### config.mk
export PLATFORM = sky130hd
export DESIGN_NAME = ssd_scan
export DESIGN_NICKNAME = d
export VERILOG_FILES = /design/src/rtl/core/ssd_pkg.sv /design/src/rtl/core/ssd_scan.sv
export SDC_FILE = /design/constraint.sdc
export NUM_CORES = 1
export LEC_CHECK = 0
export ABC_AREA = 1
export BUFFER_PORTS_ARGS = -buffer_cell sky130_fd_sc_hd__buf_2
export CAP_MARGIN = 30
export CORE_MARGIN = 2
export CORE_UTILIZATION = 65
export CTS_BUF_LIST = sky130_fd_sc_hd__clkbuf_4 sky130_fd_sc_hd__clkbuf_8
export CTS_CLUSTER_DIAMETER = 60
export DETAILED_ROUTE_END_ITERATION = 7
export HOLD_SLACK_MARGIN = 0.05
export PLACE_DENSITY = 0.88
export SLEW_MARGIN = 20
export SYNTH_ARGS = -nofsm -noshare
export SYNTH_HDL_FRONTEND = slang
export SYNTH_SLANG_ARGS = --single-unit
### constraint.sdc
create_clock -name clk_i -period 4.93 [get_ports clk_i]
set_input_delay 0.493 -clock clk_i [delete_from_list [all_inputs] [get_ports clk_i]]
set_output_delay 0.493 -clock clk_i [all_outputs]
set_load 0.005 [all_outputs]
### src/rtl/core/ssd_pkg.sv
// ----------------------------------------------------------------------------
// ssd_pkg: shared types and constants of the seven-segment scan driver
// Field widths, item kinds, register indexes, the segment decoder and the
// structs that travel between the conversion pipe, the scan core and the queue.
// ----------------------------------------------------------------------------
package ssd_pkg;

  // Digit count of the display
  localparam int unsigned DIGITS_DEF = 6;
  localparam int unsigned DIGITS_MAX = 8;

  // Field widths
  localparam int unsigned VALUE_W = 24;
  localparam int unsigned DOTS_W  = 6;
  localparam int unsigned DUR_W   = 8;
  localparam int unsigned TPS_W   = 16;
  localparam int unsigned LIMIT_W = 24;
  localparam int unsigned WORD_W  = 16;
  localparam int unsigned PAIR_W  = 7;
  localparam int unsigned IN_DATA_W = 40;

  // Configuration register reset values
  localparam logic             TIME_FORMAT_RST = 1'b1;
  localparam logic [TPS_W-1:0] TPS_RST         = 16'd1000;

  // Item kind carried in tuser of the input stream
  typedef enum logic {
    KIND_LOAD = 1'b0,
    KIND_TICK = 1'b1
  } kind_e;

  // Configuration register indexes
  typedef enum logic {
    REG_TIME_FORMAT      = 1'b0,
    REG_TICKS_PER_SECOND = 1'b1
  } cfg_reg_e;

  // Control fields that ride along the conversion pipe
  typedef struct packed {
    kind_e               kind;
    logic [DOTS_W-1:0]   dots;
    logic [LIMIT_W-1:0]  limit;
  } ctl_t;

  // Four two-digit groups, least significant group first
  typedef logic [3:0][PAIR_W-1:0] pairs_t;

  // Last stage of the conversion pipe
  typedef struct packed {
    logic   valid;
    ctl_t   ctl;
    pairs_t pairs;
  } conv_t;

  // One result item
  typedef struct packed {
    logic [WORD_W-1:0] word;
    logic              fin;
    logic              last;
  } res_t;

  // Up to two results pushed in one cycle
  typedef struct packed {
    logic v0;
    logic v1;
    res_t r0;
    res_t r1;
  } push_t;

  // Segment pattern of one decimal digit, blanks fall back to zero
  function automatic logic [6:0] seg_code(input logic [3:0] d);
    logic [6:0] s;
    case (d)
      4'd0:    s = 7'h3F;
      4'd1:    s = 7'h06;
      4'd2:    s = 7'h5B;
      4'd3:    s = 7'h4F;
      4'd4:    s = 7'h66;
      4'd5:    s = 7'h6D;
      4'd6:    s = 7'h7D;
      4'd7:    s = 7'h27;
      4'd8:    s = 7'h7F;
      4'd9:    s = 7'h6F;
      default: s = 7'h3F;
    endcase
    return s;
  endfunction

endpackage

### src/rtl/core/ssd_scan.sv
// ----------------------------------------------------------------------------
// ssd_scan: digit store and scan sequencer
// Commits the item leaving the conversion pipe: a load fills the store and
// restarts the scan, a tick on a lit display drives a digit and may close it.
// ----------------------------------------------------------------------------
module ssd_scan #(
  parameter int unsigned DIGITS = ssd_pkg::DIGITS_DEF
) (
  input  logic           clk_i,
  input  logic           rst_ni,
  input  logic           adv_i,
  input  ssd_pkg::conv_t conv_i,
  output ssd_pkg::push_t push_o
);
  import ssd_pkg::*;

  localparam int unsigned IDX_W = (DIGITS > 1) ? $clog2(DIGITS) : 1;

  logic [3:0]         store_q [DIGITS];
  logic [DOTS_W-1:0]  dots_q;
  logic [IDX_W-1:0]   idx_q;
  logic [LIMIT_W-1:0] cnt_q;
  logic [LIMIT_W-1:0] lim_q;
  logic               active_q;

  logic               commit;
  logic               tick_fire;
  logic [3:0]         dec [DIGITS_MAX];
  logic [2:0]         idx3;
  logic [7:0]         sel;
  logic [7:0]         dots_ext;
  logic [LIMIT_W-1:0] cnt_nxt;
  logic               done;
  logic [WORD_W-1:0]  word;

  assign commit    = adv_i && conv_i.valid;
  assign tick_fire = commit && (conv_i.ctl.kind == KIND_TICK) && active_q;

  // Break each two-digit group into decimal digits, least significant first
  always_comb begin
    logic [14:0] p;
    logic [3:0]  t;
    for (int unsigned k = 0; k < 4; k++) begin
      p            = 15'(conv_i.pairs[k]) * 15'd205;
      t            = p[14:11];
      dec[2*k+1]   = t;
      dec[2*k]     = 4'(conv_i.pairs[k] - 7'(t) * 7'd10);
    end
  end

  // Build the drive word of the current digit
  always_comb begin
    idx3     = 3'(idx_q);
    sel      = ~(8'd1 << idx3);
    dots_ext = 8'(dots_q);
    word     = {sel, dots_ext[idx3], seg_code(store_q[idx_q])};
    cnt_nxt  = cnt_q + LIMIT_W'(1);
    done     = cnt_nxt > lim_q;
  end

  // Hold display state, restart on load, advance on tick
  always_ff @(posedge clk_i or negedge rst_ni) begin
    if (!rst_ni) begin
      for (int unsigned i = 0; i < DIGITS; i++) begin
        store_q[i] <= '0;
      end
      dots_q   <= '0;
      idx_q    <= '0;
      cnt_q    <= '0;
      lim_q    <= '0;
      active_q <= 1'b0;
    end else if (commit && conv_i.ctl.kind == KIND_LOAD) begin
      for (int unsigned i = 0; i < DIGITS; i++) begin
        store_q[i] <= dec[DIGITS-1-i];
      end
      dots_q   <= conv_i.ctl.dots;
      lim_q    <= conv_i.ctl.limit;
      cnt_q    <= '0;
      idx_q    <= '0;
      active_q <= 1'b1;
    end else if (tick_fire) begin
      idx_q    <= (idx_q == IDX_W'(DIGITS - 1)) ? '0 : idx_q + IDX_W'(1);
      cnt_q    <= cnt_nxt;
      if (done) begin
        active_q <= 1'b0;
      end
    end
  end

  // Digit word, then the blank word when the display closes
  assign push_o = '{v0: tick_fire,
                    v1: tick_fire && done,
                    r0: '{word: word, fin: 1'b0, last: !done},
                    r1: '{word: '0, fin: 1'b1, last: 1'b1}};

endmodule

# == After elaboration in Yosys (flattened, before gate mapping) ==
# Memory sizes are Yosys's and may differ from the RTL's.
# Index checks and enable logic that the tools add are counted.
# Widths: inputs -> output; s select.
# totals
out_inout_bits,38
input_bits,63
n_memories,1
ff_bits,82
romBits,112
wordCells,53
# mem_list
memory,depth,width,read_ports,rd_clocked_by_memory_dff,write_ports,line,source
(name not given),16,7,1,0,0,ssd_pkg.sv:73,case (d)
# op_classes
reduce_logical,9
mul,6
n_addsub,5
bitwise,3
n_shift,1
n_lt_le_gt_ge,3
n_eq_ne,1
muxes,13
# ops
cell,n
$mux 24,2
$mul 7x8->15 const B,3
$add 24x1->24 const B,1
$gt 24x24->1,1
$bmux 4 s3,1
$mul 4x3->3 const B,3
$sub 4x4->4,3
$mux 3,3
$mux 4,2
$not 8->8,1
$shl 1x3->8 const A,1
$logic_and 1x1->1,5
$ge 4x4->1 const B,1
$lt 3x4->1 const B,1
$mux 1,4
$not 3->4,1
$reduce_bool 2->1,2
$add 3x1->3 const B,1
$bmux 1 s3,1
$eq 3x3->1 const B,1
$reduce_and 2->1,1
$logic_not 1->1,1
$not 1->1,1

# == Longest topological paths before layout ==
# Gate-level depths: netlist of the first run.
# logic_depth
depth_word,5
ltp_mapped,23
depth_no_buf,23

# == Least setup slack after synthesis of the first run ==
# Ideal clock, no wire load.
# synth_path
path_kind,input to register
from,in conv_i[4] (netlist name)
to,reg store_q[3] (netlist name)
setup_slack_ns,0.779
t_required_ns,4.806
setup_ns,0.124
path_buffers,0
cell_stages,21
arrival_time_ns,4.026
path_cell_list,ha_1 ha_1 fa_1 inv_1 fa_1 inv_1 ha_1 nand2_1 a21oi_1 o21ai_0 nand2_1 nand2_1 nand3_1 and2_1 fa_1 xnor2_1 inv_1 nand3_1 nand2_1 nand2_1 nand3_1
# synth_lines
item,line,source
start: declaration,ssd_scan.sv:12,"input ssd_pkg::conv_t conv_i,"
end signal: indexed assignment,ssd_scan.sv:74,store_q[i] <= dec[DIGITS-1-i];
end: declaration,ssd_scan.sv:19,logic [3:0] store_q [DIGITS];

==> results of run 1 <==
==> registers in the layout, indices dropped and copies added (netlist names) <==
register and count:
cnt_q 24, dots_q 6, store_q 24, active_q 1
lim_q 24, idx3 3
==> stage by stage <==
step                      hold slack, ps  setup WS [ps]
after floorplan                      197            779
after global placement               454            464
after detailed placement             460            386
after CTS                            106            757
after global routing                 121            384
final                               93.1            746
==> layer usage <==
metal / GRT usage (%) / up-vias / wire length (um)
li1: - / 3208 / -
met1: 32.6 / 2966 / 6820
met2: 48.8 / 112 / 8110
met3: 3.29 / 41 / 427
met4: 11.4 / 0 / 543
met5: 0 / - / 0
==> worst max-delay path, cell delays in order <==
cell and delay (ps):
buf_2 130, ha_1 300, ha_1 290, fa_1 510, inv_1 60, fa_1 500
inv_1 40, ha_1 280, nand2_1 80, a21oi_1 40, o21ai_0 270, nand2_1 120
nand2_1 110, nand3_1 90, and2_1 190, fa_1 410, xnor2_1 180, inv_1 60
nand3_1 100, nand2_1 60, nand2_1 50, nand3_1 60
==> area by class of cell <==
| cell class | count | share of cell area, % |
|---|---|---|
| Inverter | 168 | 7.55 |
| Timing Repair Buffer | 77 | 4.97 |
| Sequential cell | 82 | 24.6 |
| Multi-Input combinational cell | 699 | 57.6 |
| Clock buffer | 9 | 1.48 |
| Clock inverter | 7 | 1.69 |
| Tap cell | 143 | 2.14 |
==> cell usage in the layout (no fill, tap or decap), types with 15 or more instances in the layout <==
cell,n
nand2_1,246
inv_1,152
ha_1,136
dfrtp_1,82
buf_2,73
o21ai_0,54
nand3_1,41
nor2_1,38
a21oi_1,27
fa_1,27
conb_1,19
xor2_1,17
inv_2,15
==> cell families (layout without fill, tap and decap cells) <==
logic type / after synthesis / count (layout) / share of synthesized area [%]
AO/OA/AOI/OAI: 121 / 121 / 8.91
XOR/XNOR: 22 / 22 / 2.52
adder cells (fa/ha/maj): 163 / 163 / 29.4
buffers and inverters: 203 / 261 / 11.0
flip-flops: 82 / 82 / 26.9
other: 2 / 19 / 0.0983
AND/OR/NAND/NOR: 374 / 374 / 21.2
==> power by group through the flow <==
stage | clock (W) | combinational (W) | sequential (W)
after detailed placement | 0 | 0.00127 | 0.000882
after floorplan | 0 | 0.000928 | 0.000862
after CTS | 0.000642 | 0.00128 | 0.000870
final | 0.000641 | 0.00128 | 0.000871
after global placement | 0 | 0.00120 | 0.000875
after global routing | 0.000669 | 0.00150 | 0.000888
==> worst max path at each step <==
stage / startpoint / end / slack (ps)
2_1_floorplan: conv_i[4] / store_q[3] / 780
3_3_place_gp: conv_i[4] / store_q[3] / 460
3_5_place_dp: conv_i[4] / store_q[3] / 390
4_1_cts: conv_i[4] / store_q[3] / 760
5_1_grt: conv_i[4] / store_q[3] / 380
6_report: conv_i[4] / store_q[3] / 750
==> results_dict.tcl, run 1 <==
set metrics [dict create \
    areaGrowthSynthToFinish_pct 9.42 \
    finalInstanceArea_sq_um 8360 \
    comb_power_share_pct 45.8 \
    n_antenna_cell 0 \
    syn_area_sq_um 7640 \
    clkLatencyLatePin_ps 370 \
    skew_ps 16.8 \
    reg2regPathDepth 18 \
    synth_area_leaders "dfrtp_1 (27%), ha_1 (22%), nand2_1 (12%), inv_1 (7.5%), fa_1 (7.1%)" \
    dp_cells 1169 \
    hold_viol_final 0 \
    maxCapViolCount 0 \
    regArea_sq_um 2050 \
    path_class "input pin to register" \
    async_reset_ff_share_pct 100 \
    drc 0 \
    crit_fanout 4 \
    viasPerCell 5.34 \
    cts_buffers 9 \
    io_pins 101 \
    min_period_over_period_pct 84.9 \
    syn-instance-count 967 \
    max_freq_mhz 239 \
    r2r_start "cnt_q[0]" \
    cts_max_level 3 \
    drt-wirelength-per-cell_um 13.4 \
    cts_root_buffer "clkbuf_8" \
    synth-seq-area-share_pct 26.9 \
    syn_area_per_cell_sq_um 7.90 \
    core_sq_um 11400 \
    grt-ovfl-total 0 \
    clock_path_buffers 2 \
    ys_seq_elements 82 \
    synth_ff_type "dfrtp_1" \
    cts-resized-gates 0 \
    status "completed" \
    p_int_w 0.00169 \
    synth_edf_count 0 \
    vias 6327 \
    clkPwrFrac_pct 23.0 \
    grt_pass1_vias 6431 \
    placed_cell_area_sq_um 8090 \
    min_period_ps 4180 \
    drt-total-wl_um 15900 \
    n_fill_cell 903 \
    synth.largest_area_cell "dfrtp_1" \
    switching_share_pct 39.2 \
    cts_setup_buffers 0 \
    clock-sinks 82 \
    antenna_found_initial 0 \
    die-width_um 112 \
    first_pass_iters 5 \
    final_nets 1263 \
    initialDrtViolationCount 365 \
    endpoint_kind "register" \
    post-route-util_pct 73.2 \
    rows 39 \
    final-setup-viol-count 0 \
    startpoint_type "input pin" \
    synthTopCellsByCount "nand2_1 (246), inv_1 (152), ha_1 (136)" \
    place.gp.congestion 0.894 \
    port_buffers 74 \
    multi_input_area_sq_um 4810 \
    hold_class "input pin to async pin" \
    r2r-end "active_q" \
    grt_pass1_wl_um 28100 \
    layout-drive-gt1-share_pct 12.5 \
    cts_tree "built" \
    fin_cells 1185 \
    synth_cell_type_count 42 \
    max-slew-margin-rel_pct 54.6 \
    required_ps 5180 \
    ant_nets 0 \
    fin_setup_tns_ps 0 \
    start_util_pct 66.9 \
    cts-hold-fix-buffers 0 \
    rsz0062_at_grt "false" \
    yosysTopAreaCellShare_pct 26.9 \
    ir_worst_vdd_mv 0.218 \
    hpwl_um 12700 \
    dieArea_sq_um 12600 \
    synth.most_common_cell "nand2_1" \
    seqPwrFrac_pct 31.3 \
    switchingPower_w 0.00109 \
    total_power_w 0.00279 \
    worst_pin_slew_ps 681 \
    grt_max_degree 53 \
    worst-r2r-setup-slack_ps 1760 \
    path_clk_slew_ps 90 \
    grt_usage_pct 27.0 \
    die_height_um 112 \
    ys_warn_count 0 \
    p_leak_nw 4.74 \
    crit_arrival_ps 4430 \
    power.density_nw_per_um2 334 \
    drv_slew 0 \
]
No activity file was read; power rests on OpenSTA's default activity.
==> inputs of run 2 (changes only) <==
--- a/config.mk
+++ b/config.mk
@@ -5,16 +5,16 @@
 export SDC_FILE = /design/constraint.sdc
 export NUM_CORES = 1
 export LEC_CHECK = 0
-export ABC_AREA = 1
+export ABC_AREA = 0
 export BUFFER_PORTS_ARGS = -buffer_cell sky130_fd_sc_hd__buf_2
 export CAP_MARGIN = 30
 export CORE_MARGIN = 2
-export CORE_UTILIZATION = 65
+export CORE_UTILIZATION = 55
 export CTS_BUF_LIST = sky130_fd_sc_hd__clkbuf_4 sky130_fd_sc_hd__clkbuf_8
 export CTS_CLUSTER_DIAMETER = 60
 export DETAILED_ROUTE_END_ITERATION = 7
 export HOLD_SLACK_MARGIN = 0.05
-export PLACE_DENSITY = 0.88
+export PLACE_DENSITY = 0.8
 export SLEW_MARGIN = 20
 export SYNTH_ARGS = -nofsm -noshare
 export SYNTH_HDL_FRONTEND = slang
==> constraint.sdc (replaced) <==
create_clock -name clk_i -period 3.8 [get_ports clk_i]
set_input_delay 0.38 -clock clk_i [delete_from_list [all_inputs] [get_ports clk_i]]
set_output_delay 0.38 -clock clk_i [all_outputs]
set_load 0.005 [all_outputs]
==> run 2 against run 1 <==
Effect of this change: the run now ends with setup timing left; combinational power rose by 64%; non-clock buffer count is 73 higher; wire length increased by 2.5%; worst hold slack better by 130 ps; largest cell class unchanged.
==> results_dict.tcl, run 2 <==
set metrics [dict create \
    status "complete, but fails checks" \
    violations "setup timing" \
    whs_path_depth 3 \
    grt_pass1_wl_um 26300 \
    first_pass_iters 5 \
    hold_viol_final 0 \
    layout-drive-gt1-share_pct 29.5 \
    grt-ovfl-total 0 \
    fin_cells 1083 \
    hpwl_um 11800 \
    rsz0062_at_grt "true" \
    cpMostUsedCell "ha_4" \
    synth_edf_count 0 \
    clkLatencyLatePin_ps 360 \
    final_nets 1133 \
    path_class "input pin to register" \
    ant_nets 0 \
    hp-start "conv_i[49]" \
    synth_ff_type "dfrtp_1" \
    die-width_um 118 \
    crit_buf_inv 4 \
    drt-total-wl_um 16300 \
    power.density_nw_per_um2 437 \
    reg2regPathDepth 16 \
    setup_slack_ps -283 \
    finalInstanceArea_sq_um 9130 \
    multi_input_area_sq_um 5210 \
    worst-r2r-setup-slack_ps 770 \
    final-setup-viol-count 2 \
    drc 0 \
    ir_worst_vdd_mv 0.222 \
    synth.largest_area_cell "dfrtp_1" \
    vias 5744 \
    dieArea_sq_um 14000 \
    yosysTopAreaCellShare_pct 28.5 \
    r2r_start "cnt_q[5]" \
    syn_area_per_cell_sq_um 9.35 \
    p_leak_nw 4.75 \
    n_antenna_cell 0 \
    placed_cell_area_sq_um 8300 \
    skew_ps 10.8 \
    synthTopCellsByCount "ha_1 (136), nand2_1 (102), inv_1 (98)" \
    total_power_w 0.00399 \
    max_freq_mhz 245 \
    dp_cells 1045 \
    viasPerCell 5.30 \
    slowest_delay_ps 490 \
    synth.most_common_cell "ha_1" \
    ys_warn_count 0 \
    final_cell_mix "ha_1 (104), nand2_1 (99), inv_1 (91)" \
    n_fill_cell 891 \
    cts_root_buffer "clkbuf_8" \
    ys_seq_elements 82 \
    grt_pass1_vias 5759 \
    post-route-util_pct 71.8 \
    hold_class "input pin to register" \
    async_reset_ff_share_pct 100 \
    final_common_cell "ha_1" \
    max-slew-margin-rel_pct 43.9 \
    hold_end "lim_q[21]" \
    min_period_ps 4080 \
    port_buffers 74 \
    drt-wirelength-per-cell_um 15.1 \
    startpoint_type "input pin" \
    reg_top3 "cnt_q: 24 flops, lim_q: 24 flops, store_q: 24 flops" \
    initialDrtViolationCount 303 \
    core_sq_um 12700 \
    cts_buffers 9 \
    synth_cell_type_count 53 \
    grt_max_degree 60 \
    worst_pin_slew_ps 842 \
    cts_max_level 3 \
    die_height_um 118 \
    r2r-end "active_q" \
    clock_path_buffers 2 \
    required_ps 4020 \
    path_clk_slew_ps 80 \
    crit_fanout 3 \
    crit_arrival_ps 4300 \
    syn-instance-count 771 \
    synth_area_leaders "dfrtp_1 (28%), ha_1 (24%), fa_1 (7.5%), nand2_1 (5.3%), inv_1 (5.1%)" \
    path_delay_family "adder cells" \
    drv_slew 0 \
    cts_tree "built" \
    antenna_found_initial 0 \
    start_util_pct 56.7 \
    synth-seq-area-share_pct 28.5 \
    path_cells "buf_8 -> ha_4 -> ha_4 -> fa_1 -> inv_1 -> fa_1 -> inv_2 -> ha_4 -> a211oi_2 -> a211oi_1 -> a41o_1 -> nor2_2 -> buf_6 -> xnor2_4 -> ha_4 -> fa_2 -> xor2_2 -> xnor2_2 -> xnor2_1 -> o21ai_1" \
    maxCapViolCount 0 \
    clock-sinks 82 \
    regArea_sq_um 2050 \
    endpoint_kind "register" \
    syn_area_sq_um 7210 \
    min_period_over_period_pct 107 \
    crit_path_top_delay_cell "fa_1" \
    cp.depth 20 \
    areaGrowthSynthToFinish_pct 26.7 \
    io_pins 101 \
    grt_usage_pct 22.7 \
    rows 41 \
    place.gp.congestion 0.804 \
]
run 2: cell count changes after synthesis, sizes merged, moves of 6 or more:
cell    before  now
o22ai        6    0
nand2      250  102
and3         0   10
inv        167   98
nand3       42   15
o31ai        0    6
a21o         3   10
clkbuf      11   20
xnor2        5   31
nor2        47   30
a22o         2   14
a22oi       11    1
run 2: logic make-up after synthesis:
group / count (synthesis) / synth area share (%)
XOR/XNOR: 46 / 5.59
adder cells (fa/ha/maj): 163 / 31.1
AND/OR/NAND/NOR: 187 / 11.6
AO/OA/AOI/OAI: 139 / 12.1
flip-flops: 82 / 28.5
multiplexers: 12 / 2.57
buffers and inverters: 140 / 8.40
other: 2 / 0.104
run 2: layout make-up:
cell class	instances	area share (%)
clock buffer	10	1.44
clock inverter	5	1.14
inverter	98	4.03
multi-input combinational	566	57.1
sequential	82	22.5
tap	172	2.36
timing repair buffer	150	11.5
run 2: timing repair:
action                                  CTS  global route
hold buffers                              1             0
gates resized for setup                  30            54
endpoints found under the hold margin    40             0
pin swaps                                43            46
buffers inserted                         10            12
endpoints found under the setup margin    6             6
run 2: power by group:
group / total (W) / internal, W / leakage, nW / switching, W
Clock: 0.000757 / 0.000441 / 0.120 / 0.000316
Combinational: 0.00210 / 0.00106 / 3.58 / 0.00104
Sequential: 0.00114 / 0.00104 / 1.05 / 0.000102
Total: 0.00399 / 0.00253 / 4.75 / 0.00146
run 2: worst max-delay path by stage:
stage          slack, ps      start    endpoint
6_report            -280  conv_i[4]  store_q[3]
5_1_grt             -360  conv_i[2]  store_q[3]
4_1_cts             -210  conv_i[6]  store_q[3]
3_5_place_dp        -700  conv_i[6]  store_q[3]
3_3_place_gp        -540  conv_i[4]  store_q[3]
2_1_floorplan       -250  conv_i[4]  store_q[3]
run 2: through the flow:
stage                     TNS, ps  setup slack [ps]  hold slack, ps
final                        -286              -283             224
after global routing         -873              -355             220
after CTS                    -228              -205             218
after detailed placement    -2640              -697             398
after global placement      -1840              -537             453
after floorplan              -485              -252            84.4
run 2: layer usage:
layer / vias up / GRT usage [%] / part of all wire, %
li1: 2829 / - / -
met1: 2743 / 30.1 / 44
met2: 143 / 38.9 / 51
met3: 29 / 2.75 / 3.6
met4: 0 / 7.22 / 2.0
met5: - / 0 / 0
run 2: worst register-to-register path: stages, from the launching register on:
cell	delay (ps)
dfrtp_1	370
and3_4	200
and3_4	210
nand4_1	220
nor2_4	230
buf_6	140
nand2_4	60
xnor2_2	140
ha_1	320
nand3_2	120
nor2_2	150
nand2_2	90
nor2_4	140
o311a_1	190
o21ai_2	60
buf_4	140
a21o_1	160
==> inputs of run 3 (changes only) <==
--- a/config.mk
+++ b/config.mk
@@ -15,7 +15,9 @@
 export DETAILED_ROUTE_END_ITERATION = 7
 export HOLD_SLACK_MARGIN = 0.05
 export PLACE_DENSITY = 0.8
+export SETUP_SLACK_MARGIN = 0.05
 export SLEW_MARGIN = 20
 export SYNTH_ARGS = -nofsm -noshare
 export SYNTH_HDL_FRONTEND = slang
 export SYNTH_SLANG_ARGS = --single-unit
+export TNS_END_PERCENT = 100
==> run 3 against run 2 <==
Effect of this change: the run still ends with setup timing left; total power down 7.1%; die area unchanged; cell area down 3.0%; clock power down 18%; first-iteration DRC count up 40%; combinational power down 7%; register-to-register slack worse by 100 ps; sequential cell count unchanged; global-route usage down 0.23 points; via count down 1.9%; sequential share of layout area up 0.68 points; critical endpoint unchanged; highest routed layer unchanged.
==> results_dict.tcl, run 3 (synthesized netlist as in run 2, its figures left out) <==
set metrics [dict create \
    maxCapViolCount 0 \
    n_antenna_cell 0 \
    endpoint "store_q[3]" \
    vias 5632 \
    r2r-end "active_q" \
    viasPerCell 5.23 \
    skew_ps 7.27 \
    ir_worst_vdd_mv 0.229 \
    drv_slew 0 \
    crit_fanout 4 \
    met1_usage_pct 29.9 \
    seqPwrFrac_pct 30.5 \
    core_sq_um 12700 \
    die-width_um 118 \
    min_period_over_period_pct 104 \
    clock-sinks 82 \
    grt_pass1_vias 5688 \
    max-slew-margin-rel_pct 45.4 \
    layout-drive-gt1-share_pct 27.3 \
    cts_buffers 9 \
    p_leak_nw 4.63 \
    multi_input_area_sq_um 5060 \
    hold_viol_final 0 \
    grt_pass1_wl_um 26200 \
    final_nets 1127 \
    cts_max_level 3 \
    min_period_ps 3940 \
    port_buffers 74 \
    io_pins 101 \
    switchingPower_w 0.00138 \
    ant_nets 0 \
    crit_start "conv_i[4]" \
    dieArea_sq_um 14000 \
    first_pass_iters 4 \
    place.gp.congestion 0.860 \
    violations "setup timing" \
    n_fill_cell 977 \
    reg_top3 "cnt_q: 24 flops, lim_q: 24 flops, store_q: 24 flops" \
    final_common_cell "ha_1" \
    max_freq_mhz 254 \
    status "complete, but fails checks" \
    r2r_start "cnt_q[4]" \
    power.density_nw_per_um2 419 \
    met3_usage_pct 2.17 \
    required_ps 4000 \
    top_usage_layer "met2" \
    rsz0062_at_grt "true" \
    clock_path_buffers 2 \
    clkPwrFrac_pct 16.7 \
    regArea_sq_um 2050 \
    startpoint_type "input pin" \
    die_height_um 118 \
    comb_power_share_pct 52.7 \
    drc 0 \
    p_int_w 0.00233 \
    crit_arrival_ps 4130 \
    cts_tree "built" \
    initialDrtViolationCount 424 \
    reg2regPathDepth 16 \
    path_class "input pin to register" \
    clkLatencyLatePin_ps 340 \
    switching_share_pct 37.2 \
    grt_usage_pct 22.5 \
    worst-r2r-setup-slack_ps 670 \
    start_util_pct 56.7 \
    cts_root_buffer "clkbuf_8" \
    antenna_found_initial 0 \
    final-setup-viol-count 3 \
    drt-wirelength-per-cell_um 14.2 \
    final_cell_mix "ha_1 (108), nand2_1 (102), inv_1 (91)" \
    path_clk_slew_ps 80 \
    grt-ovfl-total 0 \
    areaGrowthSynthToFinish_pct 22.9 \
    setup_slack_ps -136 \
    hold_class "input pin to register" \
    endpoint_kind "register" \
    drt-total-wl_um 15300 \
    grt_max_degree 60 \
    hpwl_um 11700 \
    worst_pin_slew_ps 820 \
    pre_cts_slack_ps -632 \
    use_met2_pct 39.7 \
    total_power_w 0.00371 \
    rows 41 \
]
[run 3: changes by cell type in the layout (fill, tap and decap cells not counted), moves of 3 or more]
cell / previous run / this run
ha_1: 104 / 108
nor2_4: 5 / 2
nand2_1: 99 / 102
buf_6: 8 / 5
xnor2_1: 22 / 26
xnor2_2: 8 / 5
ha_4: 26 / 20
buf_2: 61 / 64
nor2_1: 20 / 23
buf_4: 76 / 70
[run 3: repair_timing]
item / 4_1_cts / 5_1_grt
setup endpoints to repair: 5 / 7
hold endpoints to repair: 11 / 0
hold buffers: 1 / 0
resized for setup: 34 / 19
pin swaps: 40 / 25
buffers inserted: 9 / 4
[run 3: layout make-up]
cell class | count | share of cell area, %
clock buffer | 10 | 1.55
timing repair buffer | 144 | 10.9
tap | 172 | 2.43
inverter | 98 | 4.15
clock inverter | 5 | 0.621
multi-input combinational | 566 | 57.1
sequential | 82 | 23.2
[run 3: how the worst min path moves through the flow]
| stage | startpoint | endpoint | slack, ps | cells after the start |
|---|---|---|---|---|
| 2_1_floorplan | rst_ni | active_q | 80 | 0 |
| 3_3_place_gp | dots_q[2] | dots_q[2] | 460 | 2 |
| 3_5_place_dp | rst_ni | lim_q[13] | 420 | 1 |
| 4_1_cts | conv_i[42] | lim_q[14] | 220 | 3 |
| 5_1_grt | conv_i[57] | dots_q[5] | 230 | 3 |
| 6_report | conv_i[42] | lim_q[14] | 230 | 3 |
[run 3: routing by layer]
layer / wire [um] / vias up / share of wire (%)
li1: - / 2815 / -
met1: 6980 / 2686 / 46
met2: 7630 / 107 / 50
met3: 439 / 24 / 2.9
met4: 263 / 0 / 1.7
met5: 0 / - / 0
[run 3: power groups by stage]
stage	registers, W	clock network, W	logic [W]
after floorplan	0.00111	0	0.00127
after global placement	0.00114	0	0.00173
after detailed placement	0.00115	0	0.00181
after CTS	0.00113	0.000630	0.00192
after global routing	0.00115	0.000673	0.00222
final	0.00113	0.000620	0.00196
[run 3: through the flow]
stage                     area [sq um]  utilization [%]  instances  setup TNS, ps  hold slack, ps
after floorplan                   7530                -        788           -485            84.4
after global placement            8310             65.3       1047          -1940             456
after detailed placement          8330             65.4       1048          -2510             423
after CTS                         8760             68.8       1073           -222             225
after global routing              8860             69.6       1077           -693             232
final                             8860             69.6       1077           -272             233
[run 3: critical path: stages]
cell      delay (ps)
buf_8            110
ha_4             240
ha_4             230
fa_1             470
inv_1             50
fa_1             480
inv_1             50
ha_1             270
a211oi_2         210
a211oi_2          50
a41o_1           230
nor2_2           100
buf_4            120
xnor2_2           70
ha_2             190
fa_2             350
xor2_2           150
xnor2_1          160
xnor2_1          140
o21ai_1           70
