===== config.mk =====
export PLATFORM = sky130hd
export DESIGN_NAME = ssd_outq
export DESIGN_NICKNAME = d
export VERILOG_FILES = /design/src/rtl/core/ssd_pkg.sv /design/src/rtl/core/ssd_outq.sv
export SDC_FILE = /design/constraint.sdc
export NUM_CORES = 1
export LEC_CHECK = 0
export BUFFER_PORTS_ARGS = -buffer_cell sky130_fd_sc_hd__buf_2
export CAP_MARGIN = 20
export CORE_MARGIN = 3
export CORE_UTILIZATION = 60
export CTS_CLUSTER_DIAMETER = 30
export DETAILED_ROUTE_END_ITERATION = 6
export PLACE_DENSITY = 0.93
export SYNTH_ARGS = -nofsm -noshare
export SYNTH_HDL_FRONTEND = slang
export SYNTH_SLANG_ARGS = --single-unit

===== constraint.sdc =====
create_clock -name clk_i -period 4.9 [get_ports clk_i]
set_input_delay 0.245 -clock clk_i [delete_from_list [all_inputs] [get_ports clk_i]]
set_output_delay 0.245 -clock clk_i [all_outputs]
set_load 0.05 [all_outputs]

===== src/rtl/core/ssd_pkg.sv =====
// ----------------------------------------------------------------------------
// ssd_pkg: shared types and constants of the seven-segment scan driver
// Field widths, item kinds, register indexes, the segment decoder and the
// structs that travel between the conversion pipe, the scan core and the queue.
// ----------------------------------------------------------------------------
package ssd_pkg;

  // Digit count of the display
  localparam int unsigned DIGITS_DEF = 6;
  localparam int unsigned DIGITS_MAX = 8;

  // Field widths
  localparam int unsigned VALUE_W = 24;
  localparam int unsigned DOTS_W  = 6;
  localparam int unsigned DUR_W   = 8;
  localparam int unsigned TPS_W   = 16;
  localparam int unsigned LIMIT_W = 24;
  localparam int unsigned WORD_W  = 16;
  localparam int unsigned PAIR_W  = 7;
  localparam int unsigned IN_DATA_W = 40;

  // Configuration register reset values
  localparam logic             TIME_FORMAT_RST = 1'b1;
  localparam logic [TPS_W-1:0] TPS_RST         = 16'd1000;

  // Item kind carried in tuser of the input stream
  typedef enum logic {
    KIND_LOAD = 1'b0,
    KIND_TICK = 1'b1
  } kind_e;

  // Configuration register indexes
  typedef enum logic {
    REG_TIME_FORMAT      = 1'b0,
    REG_TICKS_PER_SECOND = 1'b1
  } cfg_reg_e;

  // Control fields that ride along the conversion pipe
  typedef struct packed {
    kind_e               kind;
    logic [DOTS_W-1:0]   dots;
    logic [LIMIT_W-1:0]  limit;
  } ctl_t;

  // Four two-digit groups, least significant group first
  typedef logic [3:0][PAIR_W-1:0] pairs_t;

  // Last stage of the conversion pipe
  typedef struct packed {
    logic   valid;
    ctl_t   ctl;
    pairs_t pairs;
  } conv_t;

  // One result item
  typedef struct packed {
    logic [WORD_W-1:0] word;
    logic              fin;
    logic              last;
  } res_t;

  // Up to two results pushed in one cycle
  typedef struct packed {
    logic v0;
    logic v1;
    res_t r0;
    res_t r1;
  } push_t;

  // Segment pattern of one decimal digit, blanks fall back to zero
  function automatic logic [6:0] seg_code(input logic [3:0] d);
    logic [6:0] s;
    case (d)
      4'd0:    s = 7'h3F;
      4'd1:    s = 7'h06;
      4'd2:    s = 7'h5B;
      4'd3:    s = 7'h4F;
      4'd4:    s = 7'h66;
      4'd5:    s = 7'h6D;
      4'd6:    s = 7'h7D;
      4'd7:    s = 7'h27;
      4'd8:    s = 7'h7F;
      4'd9:    s = 7'h6F;
      default: s = 7'h3F;
    endcase
    return s;
  endfunction

endpackage


===== src/rtl/core/ssd_outq.sv =====
// ----------------------------------------------------------------------------
// ssd_outq: result queue
// Four-entry queue that takes up to two result items per cycle, hands them
// out one per ready cycle and stalls the pipe when it lacks two free slots.
// ----------------------------------------------------------------------------
module ssd_outq (
  input  logic                        clk_i,
  input  logic                        rst_ni,
  input  ssd_pkg::push_t              push_i,
  output logic                        room_o,
  output logic                        m_axis_tvalid,
  input  logic                        m_axis_tready,
  output logic [ssd_pkg::WORD_W-1:0]  m_axis_tdata,
  output logic                        m_axis_tuser,
  output logic                        m_axis_tlast
);
  import ssd_pkg::*;

  localparam int unsigned DEPTH = 4;
  localparam int unsigned PTR_W = $clog2(DEPTH);
  localparam int unsigned CNT_W = PTR_W + 1;

  res_t             mem_q [DEPTH];
  logic [PTR_W-1:0] wr_q, rd_q;
  logic [CNT_W-1:0] cnt_q, cnt_d;
  logic             pop;
  res_t             head;

  assign pop  = m_axis_tvalid && m_axis_tready;
  assign head = mem_q[rd_q];

  always_comb begin
    cnt_d = cnt_q + CNT_W'(push_i.v0) + CNT_W'(push_i.v1) - CNT_W'(pop);
  end

  // Advance pointers and fill count
  always_ff @(posedge clk_i or negedge rst_ni) begin
    if (!rst_ni) begin
      wr_q  <= '0;
      rd_q  <= '0;
      cnt_q <= '0;
    end else begin
      wr_q  <= wr_q + PTR_W'(push_i.v0) + PTR_W'(push_i.v1);
      rd_q  <= rd_q + PTR_W'(pop);
      cnt_q <= cnt_d;
    end
  end

  // Store pushed items
  always_ff @(posedge clk_i) begin
    if (push_i.v0) begin
      mem_q[wr_q] <= push_i.r0;
    end
    if (push_i.v1) begin
      mem_q[wr_q + PTR_W'(1)] <= push_i.r1;
    end
  end

  assign room_o        = cnt_q <= CNT_W'(DEPTH - 2);
  assign m_axis_tvalid = cnt_q != '0;
  assign m_axis_tdata  = head.word;
  assign m_axis_tuser  = head.fin;
  assign m_axis_tlast  = head.last;

endmodule


# ---- Word level (Yosys, flattened, before mapping)
# Memories as Yosys holds them, arrays and structs flattened.
# Index checks and enable logic that the tools add are counted.
dict set report totals {
  reg_bits 7
  ram_bits 72
  inputBits 41
  out_inout_bits 20
  word_cells 18
  mem_count 1
}
# name words word_bits read_ports rd_ports_with_merged_regs wr line_no
set mem_list {}
lappend mem_list {mem_q 4 18 1 0 2 ssd_outq.sv:23} ;# res_t mem_q [DEPTH];
dict set report op_classes {
  addsub 7
  order_cmp 1
  mux 4
  reduce_logical 2
}
# cell count
set ops {}
lappend ops {{$add A2 B1 Y2} 3}
lappend ops {{$add A3 B1 Y3} 2}
lappend ops {{$mux W1} 4}
lappend ops {{$le A3 B2 Y1 const B} 1}
lappend ops {{$reduce_bool A3 Y1} 1}
lappend ops {{$sub A3 B1 Y3} 1}
lappend ops {{$add A2 B1 Y2 const B} 1}
lappend ops {{$logic_and A1 B1 Y1} 1}

# ---- Depth between registers and ports, before layout
# Gate-level depths: netlist of run 1.
dict set report logic_depth {
  depth_word 3
  mapped_depth 7
  mapped_depth_nobuf 7
}

# ---- Worst setup path after synthesis of run 1
# OpenSTA, ideal clock, no wires.
dict set report synth_path {
  path_kind {register -> register}
  startpoint {register cnt_q[0]}
  endpoint {register cnt_q[2]}
  arrival_time_ns 2.406
  required_ns 4.777
  slack_ns 2.371
  path_stages_with_launch 8
  path_buffers 0
  cell_sequence {dfrtp_1 or3_1 and2_1 ha_1 inv_1 fa_1 fa_1 xnor2_1}
}
dict set report synth_between {
  elab_chain_cells 3
  word_cells_on_any_way 5
  classes_between {add/sub (3); reduce/logical (2)}
}
# item line_no
set synth_rtl {}
lappend synth_rtl {{start, declared} ssd_outq.sv:25} ;# logic [CNT_W-1:0] cnt_q, cnt_d;
lappend synth_rtl {{start signal, assigned} ssd_outq.sv:45} ;# cnt_q <= cnt_d;
lappend synth_rtl {{$reduce_bool A3 Y1} ssd_outq.sv:60} ;# assign m_axis_tvalid = cnt_q != '0;
lappend synth_rtl {{net m_axis_tvalid} ssd_outq.sv:11} ;# output logic m_axis_tvalid,
lappend synth_rtl {{$logic_and A1 B1 Y1} ssd_outq.sv:29} ;# assign pop = m_axis_tvalid && m_axis_tready;
lappend synth_rtl {{$sub A3 B1 Y3} ssd_outq.sv:33} ;# cnt_d = cnt_q + CNT_W'(push_i.v0) + CNT_W'(push_i.v1) - CNT_W'(pop);
lappend synth_rtl {{net cnt_d[2]} ssd_outq.sv:25}
# The timed path passes the listed nets, and every way through them passes these cells.

# ---- Final worst setup path of run 1
dict set report layout_path {
  startpoint {register cnt_q[1]}
  endpoint {register cnt_q[2]}
}
dict set report layout_between {
  elab_chain_cells 3
  word_cells_on_any_way 5
  classes_between {add/sub (3); reduce/logical (2)}
}
# item line_no
set layout_rtl {}
lappend layout_rtl {{$add A3 B1 Y3 or $reduce_bool A3 Y1 (tied branches)} {ssd_outq.sv:33, ssd_outq.sv:60}}
lappend layout_rtl {{$add A3 B1 Y3 or $logic_and A1 B1 Y1 (tied branches)} {ssd_outq.sv:33, ssd_outq.sv:29}}
lappend layout_rtl {{$sub A3 B1 Y3 (*)} ssd_outq.sv:33}
lappend layout_rtl {{net cnt_d[2]} ssd_outq.sv:25}
# Mark *: on every way through the listed nets, which the timed path passes. The rest lies on a longest branch.

==> results of run 1 <==
==> sequential cells by signal, summed over array words and instances (netlist names) <==
name	flops
cnt_q	3
mem_q	72
rd_q	2
wr_q	2
==> critical path, cell delays in order (launching register included) <==
cell	delay (ns)
sky130_fd_sc_hd__dfrtp_1	0.40
sky130_fd_sc_hd__or3_1	0.38
sky130_fd_sc_hd__and2_1	0.19
sky130_fd_sc_hd__ha_1	0.28
sky130_fd_sc_hd__inv_1	0.05
sky130_fd_sc_hd__fa_1	0.37
sky130_fd_sc_hd__fa_1	0.38
sky130_fd_sc_hd__xnor2_1	0.18
==> power by group through the flow <==
stage	Sequential [uW]	Combinational [uW]	Clock [uW]
2_1_floorplan	1090	1170	0
3_3_place_gp	1150	1350	0
3_5_place_dp	1170	1370	0
4_1_cts	1160	1390	509
5_1_grt	1180	1460	537
6_report	1160	1390	507
==> cells in the mapped netlist (all sizes together) <==
| library cell | count | share of area |
|---|---|---|
| edfxtp | 72 | 0.54 |
| mux2 | 72 | 0.22 |
| mux4 | 18 | 0.10 |
| buf | 11 | 0.027 |
| dfrtp | 7 | 0.044 |
| inv | 6 | 0.0056 |
| fa | 3 | 0.015 |
| ha | 3 | 0.0094 |
| nor2 | 3 | 0.0028 |
| nand3b | 2 | 0.0069 |
| o21ai | 2 | 0.0025 |
| xor2 | 2 | 0.0044 |
| a21o | 1 | 0.0019 |
| and2 | 1 | 0.0016 |
| mux2i | 1 | 0.0025 |
| nand2b | 1 | 0.0016 |
| nand3 | 1 | 0.0044 |
| nor3b | 1 | 0.0031 |
| or3 | 1 | 0.0016 |
| xnor2 | 1 | 0.0022 |
==> area by class of cell <==
| cell class | count | area, um^2 |
|---|---|---|
| clock inverter | 5 | 72.57 |
| timing repair buffer | 65 | 347.8 |
| sequential | 79 | 2337 |
| multi-input combinational | 113 | 1545 |
| inverter | 6 | 22.52 |
| fill | 379 | 1833 |
| clock buffer | 11 | 131.4 |
| tap | 77 | 96.34 |
==> cells by family (layout without fill, tap and decap cells) <==
kind of cell / count (synthesis) / in the layout / synth area share
muxes: 91 / 91 / 0.3248
and+or+nand+nor: 10 / 10 / 0.02193
adders and majority gates: 6 / 6 / 0.02443
xor gates and xnor gates: 3 / 3 / 0.006578
DFF: 79 / 79 / 0.5850
buffers and inverters: 17 / 87 / 0.03288
AOI/OAI and AO/OA: 3 / 3 / 0.004385
==> path summary, 6_finish.rpt <==
kind	startpoint	end	slack, ns	depth (start not counted)
max	cnt_q[1]	cnt_q[2]	2.58	7
min	push_i[12]	mem_q[1][12]	0.24	2
max reg2reg	cnt_q[1]	cnt_q[2]	2.58	7
min reg2reg	cnt_q[0]	cnt_q[0]	0.61	1
max in group asynchronous	rst_ni	wr_q[0]	4.49	2
min in group asynchronous	rst_ni	cnt_q[1]	0.25	2
==> metrics by stage <==
stage | util | power [uW] | hold WS (ns) | std cells | cell area [um^2]
2_1_floorplan | - | 2257 | -0.05059 | 209 | 3995
3_3_place_gp | 0.6771 | 2504 | 0.08669 | 338 | 4324
3_5_place_dp | 0.6771 | 2543 | 0.08914 | 338 | 4324
4_1_cts | 0.7106 | 3052 | 0.2259 | 355 | 4538
5_1_grt | 0.7130 | 3174 | 0.2362 | 356 | 4553
6_report | 0.7130 | 3049 | 0.2354 | 356 | 4553
==> cells in the final DEF (no fill, tap or decap), types with 3 or more instances in the layout <==
| cell type | Yosys | layout |
|---|---|---|
| sky130_fd_sc_hd__edfxtp_1 | 72 | 72 |
| sky130_fd_sc_hd__buf_2 | 2 | 60 |
| sky130_fd_sc_hd__mux2_2 | 53 | 53 |
| sky130_fd_sc_hd__mux2_4 | 19 | 19 |
| sky130_fd_sc_hd__mux4_2 | 18 | 18 |
| sky130_fd_sc_hd__clkbuf_8 | 0 | 9 |
| sky130_fd_sc_hd__dfrtp_1 | 7 | 7 |
| sky130_fd_sc_hd__inv_1 | 6 | 6 |
| sky130_fd_sc_hd__fa_1 | 3 | 3 |
| sky130_fd_sc_hd__ha_1 | 3 | 3 |
| sky130_fd_sc_hd__buf_4 | 3 | 3 |
==> layer usage <==
metal  global-route usage  part of all wire  vias up
li1                     -                 -      968
met1               0.2617              0.37     1079
met2               0.3514              0.54       86
met3              0.04327             0.068       12
met4               0.1534             0.019        0
met5                    0                 0        -
==> what timing repair did <==
item | 4_1_cts | 5_1_grt
hold buffers | 1 | 0
hold endpoints to repair | 7 | 0
resized for setup | 0 | 0
==> metrics.md, run 1 <==
| Metric | Value |
|---|---|
| Status | `finished, final reports clean` |
| Transition at the pin with the smallest max-transition slack | `between 1 and 1.5 ns` |
| Clock tree from TritonCTS | `yes` |
| Diode count | `0` |
| Horizontal extent of the die | `87.60 um` |
| Number of hold-slack violations in the final timing report | `0` |
| Overflow left after global routing | `0` |
| Clock buffers created by TritonCTS | `9` |
| Pre-CTS setup slack | `2.580 ns` |
| Half-perimeter wire length of the detailed placement result | `between 4 and 5 mm` |
| Type of element capturing the critical path | `flop` |
| Fin Clk Skew | `roughly 0.0043 ns` |
| Clock share of power | `0.166` |
| Count of H-tree levels built during CTS | `3` |
| Clock latency at the later pin of the worst-skew pair | `roughly 0.34 ns` |
| Buffer depth of the longest clock path | `2` |
| Reported leakage power | `~0.0018 uW` |
| Synth cell types | `25` |
| Vias per inst | `about 6` |
| Area of the die | `about 7700 um^2` |
| Max Freq | `between 0.4 and 0.5 GHz` |
| Row count | `29` |
| Total internal power | `about 1800 uW` |
| Layout cell share with drive strength beyond 1 | `0.6201` |
| Number of nets with antenna violations after routing | `0` |
| Detailed router's first-iteration violation count | `127` |
| Setup repair after global routing missed its margin | `false` |
| Clock tree root driver cell | `sky130_fd_sc_hd__clkbuf_8` |
| Ratio of final minimum period to clock period | `0.4726` |
| Share of total power consumed by net switching | `0.4045` |
| Gate power share | `0.455` |
| Vias after detailed routing | `around 2100` |
| Wire length per cell after detailed routing | `21.90 um` |
| Post-route DRC | `0` |
| Routability-driven placement congestion ratio | `approximately 0.76` |
| Post-synthesis net count | `roughly 260` |
| Final worst slack | `approximately 2.6 ns` |
| Type of the setup path with the least slack | `flop to flop` |
| Number of setup violations in the final report | `0` |
| Overall Global Routing Usage | `0.2173` |
| Crit path max fanout | `3` |
| Clock transition at path regs | `0.08 ns` |
| IO Pins | `61` |
| Sequential cell fraction of total power | `0.379` |
| Synthesized flop and latch total | `just under 80` |
| Worst vdd rail ir drop | `~400 uV` |
| Pins over their slew limit | `0` |
| Yosys synthesis warning count | `0` |
| Number of buffers inserted to repair setup after CTS | `0` |
| Die span in y | `~88 um` |
| First-pass GRT wire length | `12.01 mm` |
| Via count of the first global-routing pass | `2367` |
| Maximum number of pins on one net before global-route repair | `20` |
| Area of the core region | `about 6400 um^2` |
| Number of max-cap violations | `0` |
| Data arrival, critical path | `2.58 ns` |
| Initial core utilization | `0.6256` |
| Area of the mapped netlist | `about 4000 um^2` |
| Count of buffers inserted at the top-level ports | `60` |
| Clk sink count | `approximately 80` |
| Sum Neg Setup Slack | `0 ns` |
| Part of the Yosys area used for sequential elements | `0.5850` |
| Synth-to-Final Area Change | `13.97%` |
| Net switching component of the power | `1233 uW` |
| Detailed Route WL | `7.797 mm` |
| Average footprint of a synthesized cell | `roughly 19 um^2` |
| Power density cells | `about 670 nW/um^2` |
| Synth Instances | `roughly 210` |
| Normalized max-slew margin | `0.2753` |
| Launching element type of the critical path | `flop` |
| Final Critical Period | `between 2 and 2.5 ns` |
| Final #Nets | `~320` |
| Data required time at the worst endpoint | `around 5.2 ns` |
| Class of the tightest hold or removal check | `input port to flop` |
| Initial antenna violation count | `0` |
| Number of search-and-repair iterations in the first detailed-routing pass | `4` |
Note: power is estimated with default switching activity, not from simulation.
==> run 2, diff against run 1 <==
--- a/config.mk
+++ b/config.mk
@@ -8,10 +8,10 @@
 export BUFFER_PORTS_ARGS = -buffer_cell sky130_fd_sc_hd__buf_2
 export CAP_MARGIN = 20
 export CORE_MARGIN = 3
-export CORE_UTILIZATION = 60
+export CORE_UTILIZATION = 57
 export CTS_CLUSTER_DIAMETER = 30
 export DETAILED_ROUTE_END_ITERATION = 6
-export PLACE_DENSITY = 0.93
+export PLACE_DENSITY = 0.89
 export SYNTH_ARGS = -nofsm -noshare
 export SYNTH_HDL_FRONTEND = slang
 export SYNTH_SLANG_ARGS = --single-unit
==> constraint.sdc (replaced) <==
create_clock -name clk_i -period 2.3 [get_ports clk_i]
set_input_delay 0.115 -clock clk_i [delete_from_list [all_inputs] [get_ports clk_i]]
set_output_delay 0.115 -clock clk_i [all_outputs]
set_load 0.05 [all_outputs]
==> run 2 against run 1 <==
  * Via count barely moved
  * Cell area rose by 3.4%
  * Worst hold slack got worse by 0.13 ns
  * Global-route usage barely moved
  * First-iteration DRC count rose by 1.6%
  * Sequential power rose by 110%
  * Non-clock buffer count rose by 9
  * Utilization rose by 0.41 points
==> metrics.md, run 2 (synthesized netlist as in run 1, its figures left out) <==
| Metric | Value |
|---|---|
| Status | `finished, final reports clean` |
| Type of element capturing the critical path | `flop` |
| Class of the tightest hold or removal check | `input port to flop` |
| Diode count | `0` |
| Normalized max-slew margin | `0.2697` |
| Sequential cell fraction of total power | `0.349` |
| Data arrival, critical path | `roughly 2.5 ns` |
| Final #Nets | `330` |
| Post-route DRC | `0` |
| Count of H-tree levels built during CTS | `3` |
| Clock transition at path regs | `0.07 ns` |
| Clock share of power | `0.179` |
| Ratio of final minimum period to clock period | `0.9768` |
| Initial core utilization | `0.6083` |
| IO Pins | `61` |
| Half-perimeter wire length of the detailed placement result | `about 5.3 mm` |
| Number of search-and-repair iterations in the first detailed-routing pass | `4` |
| Synth-to-Final Area Change | `17.88%` |
| Clock tree from TritonCTS | `yes` |
| Transition at the pin with the smallest max-transition slack | `about 1.1 ns` |
| Most frequent cells in the layout | `72 x sky130_fd_sc_hd__edfxtp_1, 60 x sky130_fd_sc_hd__buf_2, 53 x sky130_fd_sc_hd__mux2_2` |
| Overflow left after global routing | `0` |
| Layout cell share with drive strength beyond 1 | `0.6493` |
| Register containing the most flip-flops in the final layout | `mem_q` |
| Detailed router's first-iteration violation count | `around 130` |
| Row count | `29` |
| Clock tree root driver cell | `sky130_fd_sc_hd__clkbuf_8` |
| Maximum number of pins on one net before global-route repair | `20` |
| Most frequent standard cell in the layout excluding fill and tap cells | `sky130_fd_sc_hd__edfxtp_1` |
| Setup repair after global routing missed its margin | `false` |
| Count of buffers inserted at the top-level ports | `60` |
| Number of nets with antenna violations after routing | `0` |
| Routability-driven placement congestion ratio | `around 0.73` |
| First-pass GRT wire length | `13.21 mm` |
| Detailed Route WL | `slightly above 8 mm` |
| Initial antenna violation count | `0` |
| Clock buffers created by TritonCTS | `9` |
| Area of the die | `around 8000 um^2` |
| Data required time at the worst endpoint | `2.59 ns` |
| Area of placed instances | `4454 um^2` |
| Vias after detailed routing | `around 2100` |
| Final Critical Period | `2.247 ns` |
| Number of setup violations in the final report | `0` |
| Fin Clk Skew | `between 0.008 and 0.009 ns` |
| Wire length per cell after detailed routing | `approximately 21 um` |
| Worst vdd rail ir drop | `approximately 830 uV` |
| Via count of the first global-routing pass | `~2400` |
| Type of the setup path with the least slack | `flop to flop` |
| Vias per inst | `5.627` |
| Power density cells | `1445 nW/um^2` |
| Crit path max fanout | `2` |
| Non-filler instance count after layout | `roughly 380` |
| Number of cells after detailed placement | `363` |
| Biggest registers after layout | `mem_q: 72 flops, cnt_q: 3 flops` |
| Clock latency at the later pin of the worst-skew pair | `~0.36 ns` |
| Buffer depth of the longest clock path | `2` |
| Number of flip-flops under the largest register name | `slightly above 70` |
| Number of max-cap violations | `0` |
| Finished layout cell area | `approximately 4700 um^2` |
| Max Freq | `between 0.4 and 0.5 GHz` |
| Die span in y | `89.72 um` |
| Area of the core region | `~6600 um^2` |
| Number of hold-slack violations in the final timing report | `0` |
| Gate power share | `0.471` |
| Launching element type of the critical path | `flop` |
| Horizontal extent of the die | `roughly 90 um` |
| Share of total power consumed by net switching | `0.3953` |
| Net switching component of the power | `around 2700 uW` |
| Total internal power | `~4100 uW` |
| Pins over their slew limit | `0` |
| Clk sink count | `79` |
| Reported leakage power | `between 0.0015 and 0.002 uW` |
| Overall Global Routing Usage | `0.2169` |
==> run 2: area by class of cell <==
type,instances,area (um^2)
clock buffer,9,123.9
multi-input combinational,113,1553
clock inverter,7,111.4
timing repair buffer,74,445.4
inverter,6,22.52
fill,412,1858
tap,93,116.4
sequential,79,2337
==> run 2: path summary, 6_finish.rpt <==
check / from / end / slack (ns) / depth (start not counted)
max: cnt_q[1] / cnt_q[1] / 0.05 / 6
min: push_i[37] / wr_q[0] / 0.10 / 2
max reg2reg: cnt_q[1] / cnt_q[1] / 0.05 / 6
min reg2reg: cnt_q[0] / cnt_q[0] / 0.66 / 2
max in group asynchronous: rst_ni / rd_q[1] / 2.02 / 2
min in group asynchronous: rst_ni / cnt_q[2] / 0.12 / 2
==> run 2: critical path, stage by stage (launching register included) <==
cell and delay (ns):
sky130_fd_sc_hd__dfrtp_1 0.39, sky130_fd_sc_hd__or3_4 0.40, sky130_fd_sc_hd__and2_1 0.19, sky130_fd_sc_hd__ha_1 0.27, sky130_fd_sc_hd__inv_1 0.04, sky130_fd_sc_hd__fa_1 0.37, sky130_fd_sc_hd__fa_2 0.53
==> run 2: per-layer routing <==
metal,vias up,part of all wire,global-route usage
met5,-,0,0
met4,0,0.032,0.1086
met3,17,0.041,0.04758
met2,60,0.53,0.3665
met1,1089,0.39,0.2644
li1,978,-,-
==> run 2: what timing repair did <==
| action | CTS | global route |
|---|---|---|
| hold buffers | 1 | 0 |
| endpoints found under the setup margin | 1 | 1 |
| buffers inserted | 1 | 0 |
| endpoints found under the hold margin | 7 | 0 |
| resized for setup | 0 | 1 |
| pin swaps | 0 | 1 |
==> run 2: power groups by stage <==
stage	Combinational [uW]	Clock [uW]	Sequential, uW
finish	3210	1220	2380
global route	3380	1290	2420
CTS	3240	1230	2380
detailed placement	3190	0	2400
global placement	3140	0	2370
floorplan	2500	0	2320
==> run 2: per-stage QoR <==
| stage | setup slack [ns] | TNS [ns] | total power, uW | util | hold slack [ns] |
|---|---|---|---|---|---|
| CTS | 0.01287 | 0 | 6849 | 0.7167 | 0.09118 |
| detailed placement | 0.01282 | 0 | 5587 | 0.6782 | -0.04395 |
| finish | 0.05337 | 0 | 6803 | 0.7171 | 0.1045 |
| floorplan | -0.07942 | -2.910 | 4817 | - | -0.1806 |
| global route | 0.005655 | 0 | 7090 | 0.7171 | 0.09280 |
| global placement | 0.06225 | 0 | 5512 | 0.6782 | -0.04579 |
==> run 3, diff against run 2 <==
--- a/config.mk
+++ b/config.mk
@@ -5,10 +5,12 @@
 export SDC_FILE = /design/constraint.sdc
 export NUM_CORES = 1
 export LEC_CHECK = 0
+export ABC_AREA = 1
+export ABC_CLOCK_PERIOD_IN_PS = 2300
 export BUFFER_PORTS_ARGS = -buffer_cell sky130_fd_sc_hd__buf_2
 export CAP_MARGIN = 20
 export CORE_MARGIN = 3
-export CORE_UTILIZATION = 57
+export CORE_UTILIZATION = 58
 export CTS_CLUSTER_DIAMETER = 30
 export DETAILED_ROUTE_END_ITERATION = 6
 export PLACE_DENSITY = 0.89
==> run 3 against run 2 <==
  * Wire length up 41%
  * Non-clock buffer count up 9
  * Worst setup slack better by 0.23 ns
  * Critical endpoint is now cnt_q[2]
  * Largest power group unchanged
  * Highest routed layer unchanged
==> metrics.md, run 3 <==
| Metric | Value |
|---|---|
| Status | `finished, final reports clean` |
| Initial core utilization | `0.6147` |
| Timing startpoint of the critical path | `cnt_q[1]` |
| Wire length per cell after detailed routing | `approximately 16 um` |
| IO Pins | `61` |
| Post-route DRC | `0` |
| Total area of sequential cells | `about 2300 um^2` |
| Average footprint of a synthesized cell | `about 8.2 um^2` |
| Slack of the worst reg-to-reg path | `around 0.28 ns` |
| Post-synthesis net count | `approximately 610` |
| Hold path cells | `3` |
| Worst vdd rail ir drop | `just over 900 uV` |
| Number of cell instances on the worst register-to-register path | `7` |
| Main area contributors after synthesis | `sky130_fd_sc_hd__edfxtp_1 47%, sky130_fd_sc_hd__nand2_1 18%, sky130_fd_sc_hd__inv_1 8.0%` |
| Async SR Flop Fraction | `0.08861` |
| Final Critical Period | `2.018 ns` |
| Endpoint of the most critical setup path | `cnt_q[2]` |
| Data arrival, critical path | `roughly 2.3 ns` |
| Area of the die | `between 9000 and 10000 um^2` |
| Clock latency at the later pin of the worst-skew pair | `between 0.3 and 0.4 ns` |
| Ratio of final minimum period to clock period | `0.8774` |
| Detailed Route WL | `approximately 11 mm` |
| Number of max-cap violations | `0` |
| Leading cell types by count after synthesis | `223 x sky130_fd_sc_hd__nand2_1, 98 x sky130_fd_sc_hd__inv_1, 72 x sky130_fd_sc_hd__edfxtp_1` |
| Maximum number of pins on one net before global-route repair | `38` |
| Routability-driven placement congestion ratio | `about 0.92` |
| Sum Neg Setup Slack | `0 ns` |
| Part of the Yosys area used for sequential elements | `0.5079` |
| Power consumption | `7699 uW` |
| Reg2Reg Launch Point | `cnt_q[1]` |
| Crit path max fanout | `3` |
| Synth cell types | `25` |
| Fin Clk Skew | `a little over 0.007 ns` |
| Max Freq | `0.4956 GHz` |
| Number of enable-type register cells in the synthesized netlist | `72` |
| Clock tree from TritonCTS | `yes` |
| Via count of the first global-routing pass | `3970` |
| Power density cells | `1484 nW/um^2` |
| Number of setup violations in the final report | `0` |
| Layout cell share with drive strength beyond 1 | `0.1622` |
| Number of flip-flops under the largest register name | `72` |
| Diode count | `0` |
| Top flip-flop cell by instance count after synthesis | `sky130_fd_sc_hd__edfxtp_1` |
| Area of the mapped netlist | `~4600 um^2` |
| Setup repair after global routing missed its margin | `false` |
| Biggest registers after layout | `mem_q: 72 flops, cnt_q: 3 flops` |
| Number of buffers inserted to repair setup after CTS | `0` |
| R2r endpoint | `cnt_q[2]` |
| Clock tree root driver cell | `sky130_fd_sc_hd__clkbuf_8` |
| Normalized max-slew margin | `0.5688` |
| Half-perimeter wire length of the detailed placement result | `between 7 and 8 mm` |
| Area share of the largest cell type after synthesis | `0.4698` |
| Most repeated cell in the gate-level netlist after synthesis | `sky130_fd_sc_hd__nand2_1` |
| Data required time at the worst endpoint | `2.54 ns` |
| Detailed router's first-iteration violation count | `around 330` |
| Number of hold-slack violations in the final timing report | `0` |
| Clock buffers created by TritonCTS | `9` |
| Most frequent standard cell in the layout excluding fill and tap cells | `sky130_fd_sc_hd__nand2_1` |
| Yosys synthesis warning count | `0` |
| Final #Nets | `about 670` |
| Die span in y | `95.08 um` |
| Vias after detailed routing | `slightly above 4000` |
| Class of the tightest hold or removal check | `input port to flop` |
| Clk sink count | `79` |
| Area of the core region | `around 7500 um^2` |
| Reported leakage power | `0.002699 uW` |
| Launching element type of the critical path | `flop` |
| Vias per inst | `5.600` |
| Most frequent cells in the layout | `223 x sky130_fd_sc_hd__nand2_1, 98 x sky130_fd_sc_hd__inv_1, 72 x sky130_fd_sc_hd__edfxtp_1` |
| Number of search-and-repair iterations in the first detailed-routing pass | `5` |
| Area of the multi-input gates | `roughly 1600 um^2` |
| Count of H-tree levels built during CTS | `3` |
| Number of nets with antenna violations after routing | `0` |
| Cell type with the largest total area after synthesis | `sky130_fd_sc_hd__edfxtp_1` |
| Type of the setup path with the least slack | `flop to flop` |
| Number of fill cells | `547` |
| Overall Global Routing Usage | `0.2629` |
| Row count | `31` |
| Synthesized flop and latch total | `79` |
| Overflow left after global routing | `0` |
| Pins over their slew limit | `0` |
| Buffer depth of the longest clock path | `2` |
| Count of buffers inserted at the top-level ports | `60` |
| Register containing the most flip-flops in the final layout | `mem_q` |
| Synth-to-Final Area Change | `12.75%` |
| Type of element capturing the critical path | `flop` |
| Clock transition at path regs | `0.08 ns` |
| Horizontal extent of the die | `95.08 um` |
| Initial antenna violation count | `0` |
| First-pass GRT wire length | `between 15 and 20 mm` |
| Transition at the pin with the smallest max-transition slack | `0.6429 ns` |
| Synth Instances | `564` |
run 3: area by class of cell:
class	count	share of cell area
flip-flops and latches	79	0.4504
multi-input cells	351	0.3161
repair buffers	83	0.09163
inverters	100	0.07234
clock buffers	10	0.02460
well taps	99	0.02387
clock inverters	6	0.02098
run 3: worst min-delay path by stage:
stage	startpoint	endpoint	slack, ns
global placement	rst_ni	cnt_q[0]	-0.05
detailed placement	rst_ni	cnt_q[0]	-0.04
floorplan	rst_ni	cnt_q[0]	-0.18
global route	push_i[19]	mem_q[1][1]	0.07
CTS	push_i[19]	mem_q[1][1]	0.06
finish	push_i[19]	mem_q[1][1]	0.07
run 3: worst max-delay path: stages, from the launching register on:
cell and delay [ns]:
sky130_fd_sc_hd__dfrtp_1 0.40, sky130_fd_sc_hd__nor2_1 0.13, sky130_fd_sc_hd__a21boi_0 0.14, sky130_fd_sc_hd__ha_1 0.29, sky130_fd_sc_hd__inv_1 0.04, sky130_fd_sc_hd__fa_1 0.37, sky130_fd_sc_hd__fa_1 0.39, sky130_fd_sc_hd__xnor2_1 0.14
run 3: kinds of logic after synthesis:
group | Yosys count | share of synthesized area
compound gates | 20 | 0.02284
xor+xnor | 3 | 0.005711
fa+ha+maj | 6 | 0.02121
buf+inv | 134 | 0.1357
flops | 79 | 0.5079
simple gates | 322 | 0.3067
run 3: repair_timing:
action | CTS | global route
hold endpoints to repair | 7 | 0
hold buffers | 1 | 0
gates resized for setup | 0 | 0
run 3: routing by layer:
layer,GRT usage,share of wire,up-vias
met5,0,0,-
met4,0.1406,0.036,0
met3,0.04815,0.098,50
met2,0.4566,0.51,241
met1,0.3078,0.35,1871
li1,-,-,1915
run 3: power breakdown:
| group | switching [uW] | leakage [uW] | internal, uW | total, uW |
|---|---|---|---|---|
| clock network | 499 | 0.000110 | 718 | 1220 |
| registers | 219 | 0.000758 | 2250 | 2470 |
| logic | 3000 | 0.00183 | 1010 | 4010 |
| total | 3710 | 0.00270 | 3980 | 7700 |
run 3: through the flow:
step,utilization,worst slack [ns],hold WS [ns],area (um^2),cells
2_1_floorplan,-,0.3890,-0.1806,4602,564
3_3_place_gp,0.6602,0.3510,-0.04538,4942,711
3_5_place_dp,0.6602,0.2801,-0.03722,4942,711
4_1_cts,0.6931,0.2696,0.06489,5189,728
5_1_grt,0.6931,0.1540,0.07120,5189,728
6_report,0.6931,0.2821,0.07137,5189,728
